`src/rtl/core/pidaw_pkg.sv`:
```
`timescale 1ns / 1ps
// ----------------------------------------------------------------------------
// PID anti-windup package
// Widths, register indices, command codes and the structures shared by the
// configuration block, the datapath and the top level.
// ----------------------------------------------------------------------------
package pidaw_pkg;

   localparam int SPEED_W    = 24;
   localparam int GAIN_W     = 16;
   localparam int INTEG_W    = 40;
   localparam int ERR_W      = 25;
   localparam int DIFF_W     = 26;
   localparam int THR_W      = 23;
   localparam int FRAC_SHIFT = 12;
   localparam int P_PROD_W   = GAIN_W + ERR_W;
   localparam int D_PROD_W   = GAIN_W + DIFF_W;
   localparam int I_PROD_W   = GAIN_W + INTEG_W;
   localparam int ACC_W      = I_PROD_W + 2;
   localparam int SHIFTED_W  = ACC_W - FRAC_SHIFT;

   localparam int CSR_ADDR_W = 3;
   localparam int CSR_DATA_W = 24;

   typedef enum logic [CSR_ADDR_W-1:0] {
      CSR_PROP_GAIN   = 3'd0,
      CSR_INTEG_GAIN  = 3'd1,
      CSR_DERIV_GAIN  = 3'd2,
      CSR_UPPER_LIMIT = 3'd3,
      CSR_LOWER_LIMIT = 3'd4,
      CSR_SEP_THRESH  = 3'd5
   } csr_index_type;

   typedef enum logic {
      CMD_TICK = 1'b0,
      CMD_LOAD = 1'b1
   } cmd_type;

   typedef struct packed {
      logic signed [GAIN_W-1:0]  prop_gain;
      logic signed [GAIN_W-1:0]  integ_gain;
      logic signed [GAIN_W-1:0]  deriv_gain;
      logic signed [SPEED_W-1:0] upper_limit;
      logic signed [SPEED_W-1:0] lower_limit;
      logic        [THR_W-1:0]   sep_threshold;
   } pid_cfg_type;

   typedef struct packed {
      logic signed [SPEED_W-1:0] speed;
      logic signed [INTEG_W-1:0] integral;
      logic signed [ERR_W-1:0]   prev_err;
   } pid_state_type;

   typedef struct packed {
      logic signed [SPEED_W-1:0] new_speed;
      logic                      integral_on;
      logic                      clipped;
   } pid_result_type;

   localparam logic signed [GAIN_W-1:0]  RESET_GAIN  = 16'sd205;
   localparam logic signed [SPEED_W-1:0] RESET_UPPER = 24'sd25600;
   localparam logic signed [SPEED_W-1:0] RESET_LOWER = -24'sd25600;
   localparam logic        [THR_W-1:0]   RESET_THR   = 23'd51200;

   localparam logic signed [INTEG_W-1:0] INTEG_MAX = {1'b0, {(INTEG_W-1){1'b1}}};
   localparam logic signed [INTEG_W-1:0] INTEG_MIN = {1'b1, {(INTEG_W-1){1'b0}}};
   localparam logic signed [SPEED_W-1:0] SPEED_MAX = {1'b0, {(SPEED_W-1){1'b1}}};
   localparam logic signed [SPEED_W-1:0] SPEED_MIN = {1'b1, {(SPEED_W-1){1'b0}}};
   localparam logic signed [ACC_W-1:0]   ROUND_HALF = ACC_W'(2048);

endpackage

```
`src/rtl/core/pidaw_csr.sv`:
```
`timescale 1ns / 1ps
// ----------------------------------------------------------------------------
// PID configuration registers
// Holds the gains, speed limits and separation threshold; written through a
// plain write port with no read-back.
// ----------------------------------------------------------------------------
module pidaw_csr import pidaw_pkg::*; (
   input  logic                  clock,
   input  logic                  reset,
   input  logic                  csr_we,
   input  logic [CSR_ADDR_W-1:0] csr_addr,
   input  logic [CSR_DATA_W-1:0] csr_wdata,
   output pid_cfg_type           cfg
);

   pid_cfg_type cfg_ff;
   pid_cfg_type cfg_in;

   always_comb begin
      cfg_in = cfg_ff;
      if (csr_we) begin
         unique case (csr_index_type'(csr_addr))
            CSR_PROP_GAIN:   cfg_in.prop_gain     = csr_wdata[GAIN_W-1:0];
            CSR_INTEG_GAIN:  cfg_in.integ_gain    = csr_wdata[GAIN_W-1:0];
            CSR_DERIV_GAIN:  cfg_in.deriv_gain    = csr_wdata[GAIN_W-1:0];
            CSR_UPPER_LIMIT: cfg_in.upper_limit   = csr_wdata[SPEED_W-1:0];
            CSR_LOWER_LIMIT: cfg_in.lower_limit   = csr_wdata[SPEED_W-1:0];
            CSR_SEP_THRESH:  cfg_in.sep_threshold = csr_wdata[THR_W-1:0];
            default:         cfg_in = cfg_ff;
         endcase
      end
   end

   always_ff @(posedge clock) begin
      if (reset) begin
         cfg_ff.prop_gain     <= RESET_GAIN;
         cfg_ff.integ_gain    <= RESET_GAIN;
         cfg_ff.deriv_gain    <= RESET_GAIN;
         cfg_ff.upper_limit   <= RESET_UPPER;
         cfg_ff.lower_limit   <= RESET_LOWER;
         cfg_ff.sep_threshold <= RESET_THR;
      end else begin
         cfg_ff <= cfg_in;
      end
   end

   assign cfg = cfg_ff;

endmodule

```
`config.mk`:
```
export PLATFORM = sky130hd
export DESIGN_NAME = pidaw_csr
export DESIGN_NICKNAME = d
export VERILOG_FILES = /design/src/rtl/core/pidaw_pkg.sv /design/src/rtl/core/pidaw_csr.sv
export SDC_FILE = /design/constraint.sdc
export NUM_CORES = 1
export LEC_CHECK = 0
export BUFFER_PORTS_ARGS = -buffer_cell sky130_fd_sc_hd__buf_2
export CAP_MARGIN = 30
export CORE_AREA = 2 2 80 139
export DETAILED_ROUTE_END_ITERATION = 6
export DIE_AREA = 0 0 82 141
export PLACE_DENSITY = 0.75
export SETUP_SLACK_MARGIN = 0.3
export SLEW_MARGIN = 25
export SYNTH_ARGS = -nofsm -noshare
export SYNTH_HDL_FRONTEND = slang
export SYNTH_SLANG_ARGS = --single-unit
export TNS_END_PERCENT = 50
```
`constraint.sdc`:
```
create_clock -name clock -period 1.2 [get_ports clock]
set_input_delay 0.06 -clock clock [delete_from_list [all_inputs] [get_ports clock]]
set_output_delay 0.06 -clock clock [all_outputs]
set_load 0.01 [all_outputs]
```
After elaboration in Yosys (flattened, before gate mapping)
Cells that the tools add are included.
Widths: inputs -> output; s select.
Storage, ports and cells
  output and inout bits: 119
  logic and storage cells: 18
  input bits: 30
  register bits after elaboration: 119
Operators by class
  equality and inequality tests: 5
  reduce and logical (&&, ||, !) cells: 7
Operator list (count)
  $reduce_and 2->1: 6
  $eq 3x2->1 const B: 2
  $eq 3x3->1 const B: 2
  $eq 3x1->1 const B: 1
  $logic_not 3->1: 1

Longest topological paths before layout
  word-level depth: 2
  depth in mapped cells: 6
  depth with buffers taken out: 2

Worst setup path before layout
Ideal clock, no wire load.
  path type: in2reg
  from: input csr_addr[0]
  to: register cfg_ff, in the netlist cfg[111]
  arrival time: 1.062 ns
  required time: 1.076 ns
  slack: 0.015 ns
  stages on the path: 5
  setup time: 0.124 ns
  buffers on the path: 3
  path through: buf_6 -> or4b_1 -> buf_2 -> buf_6 -> mux2i_1
On the way
  cells in the longest elaborated chain, start to end: 2
Ends and longest elaborated chain
  start: declaration: RTL line pidaw_csr.sv:11  | input logic [CSR_ADDR_W-1:0] csr_addr,
  $logic_not 3->1: RTL line pidaw_csr.sv:22  | unique case (csr_index_type'(csr_addr))
  $reduce_and 2->1 (no line)
  end signal: assignment: RTL line pidaw_csr.sv:43  | cfg_ff <= cfg_in;
  end: declaration: RTL line pidaw_csr.sv:16  | pid_cfg_type cfg_ff;
Every way passes these cells.
A chain may end at the register's enable or synchronous reset.

Final worst setup path
  from: register cfg_ff, in the netlist cfg[106]
  to: output cfg[106] in the netlist's numbering
RTL lines
  end: declaration: RTL line pidaw_csr.sv:13  | output pid_cfg_type cfg
No word-level cell between the ends.

==> metrics.cfg <==
[status]
outcome=finished, final reports clean

[route]
drt_iter0_drc=148
post_drt_wl_per_cell_um=18.24
remaining_drc_errors=0
detail-route-antenna-nets=0
wirelength_um=14160
drt_first_pass_iters=5
viasPerCell=5.066
num_vias=3931

[sta]
finalHoldViolCount=0
tightest_slew_ns=0.4051
period_needed_ns=0.9370
fin_skew_ns=0
fin_tns_setup_ns=0
finalSetupViolCount=0
finalCritPeriodShare_pct=78.08
rsz0062_at_grt=true
max_freq_ghz=1.067
slew_viol_final=0
holdWs_ns=0.01156
slew_headroom_pct=72.99

[place]
numPortBuffers=148
gp_congestion=0.8821
dpl_cell_area_sq_um=5756
dpl.cell_count=711
place_hpwl_um=9168

[global_route]
grtUsageTotal_pct=23.43
grt_pass1_vias=4084
grt_max_degree=47
grt_pass1_wl_um=20130
overflow=0
antenna_found_initial=0

[clock_tree]
cts_buffers=17
h-tree-depth=4
clockRootBuffer=clkbuf_16
path_clk_slew_ns=0.05
clock_sinks=119
clkLatencyLatePin_ns=0.40
cts_buffer_depth=2
tritoncts=done

[finish]
layoutNonFillerInstCount=776
syn2layout_area_growth_pct=60.52
mostFrequentLayoutCell=mux2i_1
fin_util_pct=72.02
layout_common_cells=119 x mux2i_1, 114 x buf_6, 113 x dfxtp_2
antenna-diode-count=0
largest_reg_flops=119
layout.nets=663
fillers=716
final_cell_area_sq_um=7570
final_layout_size_suffix_gt1_share_pct=51.86

[logic_synthesis]
ys_ff_latch=119
avgSynthCellArea_sq_um=10.67
synthMuxAreaShare_pct=25.26
yosysWarnings=0
synth.yosys.seq_area_share_pct=50.52
synth_top_family_by_area=multiplexers
synthAdderAreaFrac_pct=0
synthDistinctLibCells=15
synth.net_count=472
synthXorXnorAreaFrac_pct=0
synthCells=442
synth_compound_area_share_pct=0
synth-simple-area-share_pct=20.80
syn_area_sq_um=4716

[hold_path]
hp-class=in -> reg
min_delay_path_depth=3
hold_start=csr_wdata[0]

[floorplan]
num_rows=50
coreArea_sq_um=10510
die_area_sq_um=11560
io_pins=149
chipHeight_um=141
initial_core_util_pct=44.87
chipWidth_um=82

[critical_path]
crit_required_ns=1.14
cp-startpoint=cfg[106]
critPathCaptureType=output pin
rrSetupSlack_ns=0.47
worstPathArrival_ns=0.88
critPathTopFamily=flip-flops
regToRegStartpoint=cfg[1]
critical_path_class=reg -> out
slowest_delay_ns=0.36
crit_slowest_cell=dfxtp_2
worstPathCellList=buf_6
rr_worst_depth=3
crit_cells=1
rr_endpoint=cfg[1]
worstSetupEndpoint=cfg[106]
crit_buf_inv=1
start_kind=register
cp_max_fo=2

[pwr]
power_density_nw_per_um2=1408
vdd_drop_max_mv=1.256
p_leak_nw=3.510

[job]
cap_violations=0

how the worst min path moves through the flow:
stage                           to  slack (ns)
final                     cfg[103]        0.01
after global routing       cfg[71]        0.01
after CTS                  cfg[78]      0.0003
after detailed placement   cfg[35]        0.36
after global placement     cfg[40]        0.34
after floorplan            cfg[70]        0.22
worst register-to-register path: stages (launching register included):
cell,delay [ns]
dfxtp_2,0.33
buf_4,0.13
nand2b_1,0.08
mux2i_1,0.07
cell families after synthesis:
logic type             Yosys count
muxes                          119
buffers and inverters           33
DFF                            119
and+or+nand+nor                171
per-layer routing:
| layer | global-route usage (%) | part of all wire, % | routed length (um) |
|---|---|---|---|
| met1 | 22.94 | 36 | 5048 |
| met2 | 42.79 | 56 | 7865 |
| met3 | 5.250 | 4.5 | 634 |
| met4 | 14.04 | 4.3 | 608 |
| met5 | 0 | 0 | 0 |
what timing repair did:
item                                    CTS  global route
resized for setup                       122           110
hold endpoints to repair                 31             0
endpoints found under the setup margin  119           119
setup buffers                             6            11
hold buffers                             16             0
cell usage after synthesis, drive strengths merged:
| cell type | count | area, sq um |
|---|---|---|
| and4b | 1 | 10.01 |
| and4bb | 1 | 12.51 |
| nor4bb | 1 | 10.01 |
| nor4b | 1 | 15.01 |
| buf | 16 | 97.59 |
| nor2 | 52 | 195.2 |
| mux2i | 119 | 1191 |
| clkbuf | 17 | 63.81 |
| nand4b | 2 | 17.52 |
| dfxtp | 119 | 2382 |
| nand2b | 110 | 688.2 |
| nand4bb | 2 | 22.52 |
| or4b | 1 | 10.01 |
metrics by stage:
step,power (mW),setup slack (ns)
floorplan,4.572,0.04642
global placement,4.837,-0.02342
detailed placement,4.854,-0.03914
CTS,10.62,0.2508
global route,10.92,0.2447
finish,10.66,0.2630
power breakdown:
| group | leakage, nW | internal [mW] | total, mW | switching, mW |
|---|---|---|---|---|
| registers | 0.991 | 4.06 | 4.13 | 0.0717 |
| clock network | 0.324 | 3.96 | 5.69 | 1.72 |
| logic | 2.20 | 0.455 | 0.843 | 0.388 |
| total | 3.51 | 8.48 | 10.7 | 2.18 |
cell type report:
type | instances | area, sq um | area share, %
clock buffers | 25 | 505.5 | 6.678
repair buffers | 205 | 2024 | 26.74
clock inverters | 7 | 162.7 | 2.149
multi-input cells | 290 | 2187 | 28.89
well taps | 130 | 162.7 | 2.149
flip-flops and latches | 119 | 2527 | 33.39
(Power assumes the default switching activity.)
