<file path="src/rtl/core/pidaw_pkg.sv">
`timescale 1ns / 1ps
// ----------------------------------------------------------------------------
// PID anti-windup package
// Widths, register indices, command codes and the structures shared by the
// configuration block, the datapath and the top level.
// ----------------------------------------------------------------------------
package pidaw_pkg;

   localparam int SPEED_W    = 24;
   localparam int GAIN_W     = 16;
   localparam int INTEG_W    = 40;
   localparam int ERR_W      = 25;
   localparam int DIFF_W     = 26;
   localparam int THR_W      = 23;
   localparam int FRAC_SHIFT = 12;
   localparam int P_PROD_W   = GAIN_W + ERR_W;
   localparam int D_PROD_W   = GAIN_W + DIFF_W;
   localparam int I_PROD_W   = GAIN_W + INTEG_W;
   localparam int ACC_W      = I_PROD_W + 2;
   localparam int SHIFTED_W  = ACC_W - FRAC_SHIFT;

   localparam int CSR_ADDR_W = 3;
   localparam int CSR_DATA_W = 24;

   typedef enum logic [CSR_ADDR_W-1:0] {
      CSR_PROP_GAIN   = 3'd0,
      CSR_INTEG_GAIN  = 3'd1,
      CSR_DERIV_GAIN  = 3'd2,
      CSR_UPPER_LIMIT = 3'd3,
      CSR_LOWER_LIMIT = 3'd4,
      CSR_SEP_THRESH  = 3'd5
   } csr_index_type;

   typedef enum logic {
      CMD_TICK = 1'b0,
      CMD_LOAD = 1'b1
   } cmd_type;

   typedef struct packed {
      logic signed [GAIN_W-1:0]  prop_gain;
      logic signed [GAIN_W-1:0]  integ_gain;
      logic signed [GAIN_W-1:0]  deriv_gain;
      logic signed [SPEED_W-1:0] upper_limit;
      logic signed [SPEED_W-1:0] lower_limit;
      logic        [THR_W-1:0]   sep_threshold;
   } pid_cfg_type;

   typedef struct packed {
      logic signed [SPEED_W-1:0] speed;
      logic signed [INTEG_W-1:0] integral;
      logic signed [ERR_W-1:0]   prev_err;
   } pid_state_type;

   typedef struct packed {
      logic signed [SPEED_W-1:0] new_speed;
      logic                      integral_on;
      logic                      clipped;
   } pid_result_type;

   localparam logic signed [GAIN_W-1:0]  RESET_GAIN  = 16'sd205;
   localparam logic signed [SPEED_W-1:0] RESET_UPPER = 24'sd25600;
   localparam logic signed [SPEED_W-1:0] RESET_LOWER = -24'sd25600;
   localparam logic        [THR_W-1:0]   RESET_THR   = 23'd51200;

   localparam logic signed [INTEG_W-1:0] INTEG_MAX = {1'b0, {(INTEG_W-1){1'b1}}};
   localparam logic signed [INTEG_W-1:0] INTEG_MIN = {1'b1, {(INTEG_W-1){1'b0}}};
   localparam logic signed [SPEED_W-1:0] SPEED_MAX = {1'b0, {(SPEED_W-1){1'b1}}};
   localparam logic signed [SPEED_W-1:0] SPEED_MIN = {1'b1, {(SPEED_W-1){1'b0}}};
   localparam logic signed [ACC_W-1:0]   ROUND_HALF = ACC_W'(2048);

endpackage

</file>
<file path="src/rtl/core/pidaw_calc.sv">
`timescale 1ns / 1ps
// ----------------------------------------------------------------------------
// PID step datapath
// Forms the error, decides separation and anti-windup, updates the integral
// and sums the three products into a rounded, saturated speed.
// ----------------------------------------------------------------------------
module pidaw_calc import pidaw_pkg::*; (
   input  logic                      cmd,
   input  logic signed [SPEED_W-1:0] value,
   input  pid_cfg_type               cfg,
   input  pid_state_type             state,
   output pid_state_type             state_next,
   output pid_result_type            result
);

   logic signed [ERR_W-1:0]     err;
   logic        [ERR_W-1:0]     err_mag;
   logic                        integ_on;
   logic                        integ_add;
   logic signed [INTEG_W:0]     integ_sum;
   logic                        integ_ovf;
   logic signed [INTEG_W-1:0]   integ_new;
   logic signed [DIFF_W-1:0]    err_diff;
   logic signed [P_PROD_W-1:0]  p_prod;
   logic signed [D_PROD_W-1:0]  d_prod;
   logic signed [I_PROD_W-1:0]  i_prod;
   logic signed [ACC_W-1:0]     acc;
   logic signed [SHIFTED_W-1:0] acc_shifted;
   logic                        out_hi;
   logic                        out_lo;
   logic signed [SPEED_W-1:0]   speed_out;

   assign err     = $signed({value[SPEED_W-1], value})
                  - $signed({state.speed[SPEED_W-1], state.speed});
   assign err_mag = err[ERR_W-1] ? ERR_W'(-err) : ERR_W'(err);
   assign integ_on = err_mag <= {{(ERR_W-THR_W){1'b0}}, cfg.sep_threshold};

   // The upper limit is tested first, so crossed limits favour it.
   always_comb begin
      if (state.speed > cfg.upper_limit) begin
         integ_add = err[ERR_W-1];
      end else if (state.speed < cfg.lower_limit) begin
         integ_add = !err[ERR_W-1] && (err != '0);
      end else begin
         integ_add = 1'b1;
      end
   end

   assign integ_sum = $signed({state.integral[INTEG_W-1], state.integral})
                    + $signed({{(INTEG_W+1-ERR_W){err[ERR_W-1]}}, err});
   assign integ_ovf = integ_sum[INTEG_W] != integ_sum[INTEG_W-1];

   always_comb begin
      if (integ_on && integ_add) begin
         if (integ_ovf) begin
            integ_new = integ_sum[INTEG_W] ? INTEG_MIN : INTEG_MAX;
         end else begin
            integ_new = integ_sum[INTEG_W-1:0];
         end
      end else begin
         integ_new = state.integral;
      end
   end

   assign err_diff = $signed({err[ERR_W-1], err})
                   - $signed({state.prev_err[ERR_W-1], state.prev_err});

   assign p_prod = cfg.prop_gain * err;
   assign d_prod = cfg.deriv_gain * err_diff;
   assign i_prod = cfg.integ_gain * integ_new;

   // Products are summed at 20 fraction bits and rounded half up to Q.8.
   assign acc = ACC_W'(p_prod) + ACC_W'(d_prod)
              + (integ_on ? ACC_W'(i_prod) : ACC_W'(0)) + ROUND_HALF;
   assign acc_shifted = SHIFTED_W'(acc >>> FRAC_SHIFT);
   assign out_hi = acc_shifted > SHIFTED_W'(SPEED_MAX);
   assign out_lo = acc_shifted < SHIFTED_W'(SPEED_MIN);

   always_comb begin
      if (out_hi) begin
         speed_out = SPEED_MAX;
      end else if (out_lo) begin
         speed_out = SPEED_MIN;
      end else begin
         speed_out = acc_shifted[SPEED_W-1:0];
      end
   end

   always_comb begin
      if (cmd_type'(cmd) == CMD_LOAD) begin
         state_next.speed    = value;
         state_next.integral = state.integral;
         state_next.prev_err = state.prev_err;
         result.new_speed    = value;
         result.integral_on  = 1'b0;
         result.clipped      = 1'b0;
      end else begin
         state_next.speed    = speed_out;
         state_next.integral = integ_new;
         state_next.prev_err = err;
         result.new_speed    = speed_out;
         result.integral_on  = integ_on;
         result.clipped      = (integ_on && integ_add && integ_ovf) || out_hi || out_lo;
      end
   end

endmodule

</file>
<file path="config.mk">
export PLATFORM = sky130hd
export DESIGN_NAME = pidaw_calc
export DESIGN_NICKNAME = d
export VERILOG_FILES = /design/src/rtl/core/pidaw_pkg.sv /design/src/rtl/core/pidaw_calc.sv
export SDC_FILE = /design/constraint.sdc
export NUM_CORES = 2
export LEC_CHECK = 0
export BUFFER_PORTS_ARGS = -buffer_cell sky130_fd_sc_hd__buf_4
export CORE_AREA = 3 3 521 523
export DETAILED_ROUTE_END_ITERATION = 7
export DIE_AREA = 0 0 524 526
export SYNTH_ARGS = -nofsm -noshare
export SYNTH_HDL_FRONTEND = slang
export SYNTH_SLANG_ARGS = --single-unit
</file>
<file path="constraint.sdc">
create_clock -name vclk -period 58.2
set_clock_uncertainty 0.1 [all_clocks]
set_input_delay 2.91 -clock vclk [all_inputs]
set_output_delay 2.91 -clock vclk [all_outputs]
set_load 0.05 [all_outputs]
</file>
Word level (Yosys, flattened, before mapping)
Cells that the tools add are included.
Widths: inputs -> output; s select.
{"block": "classes", "addsub": 7, "multipliers": 3, "order_cmp": 5, "eq_ne": 1, "mux": 11, "n_reduce_logical": 7}
{"cell": "$mux 40", "count": 3}
{"cell": "$mux 89", "count": 1}
{"cell": "$add 43x58->58", "count": 1}
{"cell": "$add 58x13->58 const B", "count": 1}
{"cell": "$mux 58", "count": 1}
{"cell": "$mul 16x40->56", "count": 1}
{"cell": "$mux 24", "count": 2}
{"cell": "$gt 46x24->1 const B", "count": 1}
{"cell": "$lt 46x24->1 const B", "count": 1}
{"cell": "$add 41x42->43", "count": 1}
{"cell": "$mul 16x26->42", "count": 1}
{"cell": "$add 40x25->41", "count": 1}
{"cell": "$mul 16x25->41", "count": 1}
{"cell": "$mux 26", "count": 1}
{"cell": "$sub 25x25->26", "count": 1}
{"cell": "$le 25x23->1", "count": 1}
{"cell": "$mux 25", "count": 1}
{"cell": "$neg 25->25", "count": 1}
{"cell": "$reduce_bool 25->1", "count": 1}
{"cell": "$sub 24x24->25", "count": 1}
{"cell": "$gt 24x24->1", "count": 1}
{"cell": "$lt 24x24->1", "count": 1}
{"cell": "$logic_and 1x1->1", "count": 3}
{"cell": "$logic_or 1x1->1", "count": 2}
{"cell": "3 further kinds", "count": 4}
{"block": "word_totals", "reg_bits": 0, "input_bits": 233, "output_inout_bits": 115, "elab_cells": 34}

Longest topological paths before layout
{"block": "logic_depth", "word_depth": 15, "mapped_depth": 90, "depth_no_buf": 82}

Least setup slack after synthesis
OpenSTA, ideal clock, no wires.
{"block": "synth_timing", "path_type": "input to output", "start": "input state[80] in the netlist's numbering", "end": "output state_next[65] in the netlist's numbering", "arrival_time_ns": 23.013, "required_time_ns": 55.190, "setup_slack_ns": 32.177, "cell_stages": 87, "cell_sequence": "inv_1 > ha_1 > clkbuf_1 > a21oi_1 > o21ai_0 > o32ai_1 > nor2_1 > a31oi_1 > a21oi_1 > inv_1 > clkbuf_1 > clkbuf_1 > ha_1 > o21a_1 > o21a_1 > o21ai_0 > a21oi_1 > nor3_1 > (+51 left out) > fa_1 > inv_1 > ha_1 > clkbuf_1 > nand4_1 > nor4_1 > inv_1 > o22ai_1 > a41o_1 > nor2_1 > a211oi_1 > nor4bb_1 > and4_1 > a21oi_1 > or2_2 > clkbuf_1 > o221ai_1 > buf_4"}
{"item": "start, declared", "line_no": "pidaw_calc.sv:11", "text": "input pid_state_type state,"}
{"item": "end, declared", "line_no": "pidaw_calc.sv:12", "text": "output pid_state_type state_next,"}

==> impl_metrics.sql <==
INSERT INTO impl_metrics (metric_group, metric, value, unit) VALUES
('outcome', 'status', 'finished with violations', ''),
('outcome', 'failed_checks', 'max-capacitance violations', ''),
('cells_and_area', 'clock_buffer_count', '0', ''),
('sta', 'tightest_slew', '1.48', 'ns'),
('floorplan', 'initial_core_util', '0.249', ''),
('cts', 'cts_hold_buf', '0', ''),
('yosys', 'synth-warning-count', '0', ''),
('floorplan', 'die_h', '526', 'microns'),
('yosys', 'sequential_area_share_after_synthesis', '0', ''),
('yosys', 'synth_fp_nets', '10023', ''),
('yosys', 'synthesized_cell_area', '0.0666', 'sq mm'),
('cts', 'cts_setup_buffers', '0', ''),
('worst_setup_path', 'critPathSlowestCell', 'sky130_fd_sc_hd__ha_2', ''),
('sta', 'setup_tns', '0', 'ns'),
('placement', 'detailed_placer_s_ending_hpwl', '200000', 'microns'),
('floorplan', 'ioPinCount', '348', ''),
('cells_and_area', 'post_route_cells_drive_above_1_share', '0.0769', ''),
('cells_and_area', 'number_of_fill_cells_in_the_layout', '28879', ''),
('sta', 'timing_hold_violations_final', '0', ''),
('worst_setup_path', 'setup.worst_path.end_class', 'output port', ''),
('sta', 'slew_headroom', '0.00550', ''),
('run', 'maximum_capacitance_violations', '1', ''),
('yosys', 'synthesis.instances', '7652', ''),
('global_route', 'antenna_violations_before_repair', '26', ''),
('worst_setup_path', 'crit_required', '55.19', 'ns'),
('route', 'routed-via-count', '52022', ''),
('floorplan', 'floorplan.die_area', '0.276', 'sq mm'),
('worst_setup_path', 'cp.arrival', '27.43', 'ns'),
('global_route', 'grt_start_max_net_pins', '60', ''),
('sta', 'final.period_utilization', '0.523', ''),
('yosys', 'synth_top_cell_area_share', '0.500', ''),
('yosys', 'netlist.top_cell.by_area', 'sky130_fd_sc_hd__fa_1', ''),
('sta', 'grt_setup_unrepaired', 'no', ''),
('floorplan', 'die_width', '524', 'microns'),
('route', 'route.detailed.drc', '0', ''),
('hold_path', 'worstHoldPathType', 'in2out', ''),
('worst_setup_path', 'most_frequent_cp_cell', 'sky130_fd_sc_hd__fa_1', ''),
('global_route', 'globalRouteOverflowTotal', '0', ''),
('route', 'first_iter_violations', '3840', ''),
('yosys', 'post_synth_main_area_contributors', 'sky130_fd_sc_hd__fa_1 (50%), sky130_fd_sc_hd__inv_1 (11%), sky130_fd_sc_hd__ha_1 (8.9%)', ''),
('route', 'postRouteWirelength', '228000', 'microns'),
('cells_and_area', 'multi_input_area', '0.0580', 'sq mm'),
('worst_setup_path', 'critPathLaunchType', 'input pin', ''),
('worst_setup_path', 'crit_fanout', '44', ''),
('cells_and_area', 'most_common_cell_after_layout_fill_and_taps_aside', 'sky130_fd_sc_hd__inv_1', ''),
('global_route', 'grt_pass1_vias', '54784', ''),
('route', 'routed_via_density', '4.60', ''),
('route', 'postRouteAntennaNets', '0', ''),
('placement', 'place.gp.congestion', '0.990', ''),
('cells_and_area', 'number_of_sequential_storage_elements', '0', ''),
('placement', 'buffer_ports.inserted', '348', ''),
('global_route', 'grt_first_pass_wirelength', '348000', 'microns'),
('yosys', 'syn_avg_cell_area', '8.70', 'sq um'),
('worst_setup_path', 'critical_path.max_stage_delay', '0.97', 'ns'),
('yosys', 'synth_cell_types', '87', ''),
('sta', 'slew_violations', '0', ''),
('route', 'route.detailed.wl_per_inst', '20.2', 'microns'),
('sta', 'highest_clock_rate', '0.0329', 'GHz'),
('cts', 'postCtsResizedCells', '0', ''),
('cells_and_area', 'design.final.nets', '10106', ''),
('cells_and_area', 'syn_to_final_growth', '9.45', '%'),
('cells_and_area', 'ff_latch_area', '0', 'sq um'),
('sta', 'setup_violations', '0', ''),
('cells_and_area', 'layout.cells.most_common_list', 'sky130_fd_sc_hd__inv_1 (1894), sky130_fd_sc_hd__fa_1 (1664), sky130_fd_sc_hd__nand2_1 (1047), sky130_fd_sc_hd__and2_1 (486), sky130_fd_sc_hd__ha_1 (473)', ''),
('route', 'drtPass1Iterations', '5', ''),
('floorplan', 'fp-row-count', '190', ''),
('cells_and_area', 'final_util', '0.273', ''),
('sta', 'fin_crit', '30.44', 'ns'),
('floorplan', 'design.core.area', '0.267', 'sq mm'),
('global_route', 'total_routing_usage_gr', '0.167', ''),
('worst_setup_path', 'worst-setup-path-type', 'in2out', '');
## routing by layer
layer | GRT usage | wire, microns | vias up
met5 | 0 | 0 | -
met4 | 0.102 | 17200 | 0
met3 | 0.0158 | 12800 | 352
met2 | 0.287 | 113000 | 1778
met1 | 0.200 | 85000 | 26892
li1 | - | - | 23000
## cell usage after synthesis, types with 71 or more instances
cell type / n
sky130_fd_sc_hd__a21oi_1: 199
sky130_fd_sc_hd__nand2_1: 1048
sky130_fd_sc_hd__ha_1: 474
sky130_fd_sc_hd__a21o_1: 98
sky130_fd_sc_hd__clkbuf_1: 257
sky130_fd_sc_hd__nor3_1: 71
sky130_fd_sc_hd__inv_1: 1896
sky130_fd_sc_hd__and2_1: 487
sky130_fd_sc_hd__nor2_1: 179
sky130_fd_sc_hd__o21ai_0: 212
sky130_fd_sc_hd__nor2b_1: 94
sky130_fd_sc_hd__nand2b_1: 71
sky130_fd_sc_hd__xnor2_1: 121
sky130_fd_sc_hd__fa_1: 1664
## cells by family (layout without fill, tap and decap cells)
| logic type | after synthesis | in the layout | share of synthesized area |
|---|---|---|---|
| simple gates | 2185 | 2185 | 0.159 |
| compound gates | 798 | 798 | 0.0771 |
| xor+xnor | 182 | 182 | 0.0239 |
| mux | 95 | 95 | 0.0179 |
| other cells | 0 | 14 | 0 |
| fa+ha+maj | 2138 | 2138 | 0.589 |
| buf+inv | 2254 | 2335 | 0.133 |
## worst max-delay path, delay by kind of cell
| family | cells | cell delay (ns) |
|---|---|---|
| simple gates | 11 | 3.29 |
| fa+ha+maj | 19 | 9.58 |
| xor+xnor | 3 | 0.65 |
| buf+inv | 18 | 2.21 |
| compound gates | 24 | 8.28 |
| mux | 1 | 0.40 |
## stage by stage
step / hold slack [ns] / instances / cell area [sq um] / setup slack [ns]
after detailed placement: 6.11 / 11285 / 72800 / 27.87
after CTS: 6.11 / 11285 / 72800 / 27.84
after global placement: 6.11 / 11285 / 72800 / 27.97
after floorplan: 6.02 / 7652 / 66600 / 32.18
after global routing: 6.13 / 11297 / 72900 / 26.46
final: 6.10 / 11299 / 72900 / 27.76
## final cells by class
| class | instances | area share |
|---|---|---|
| diodes | 14 | 0.000481 |
| inverters | 1901 | 0.0979 |
| multi-input cells | 5398 | 0.796 |
| well taps | 3552 | 0.0610 |
| repair buffers | 434 | 0.0447 |
## path summary, 6_finish.rpt
kind              to  cells past startpoint  slack, ns  startpoint
max   state_next[75]                     76      27.76   state[71]
min    state_next[0]                      4       6.10    state[0]
Power is not shown: default switching activity piles up to over one toggle a cycle in this logic, so the estimate is an artifact.
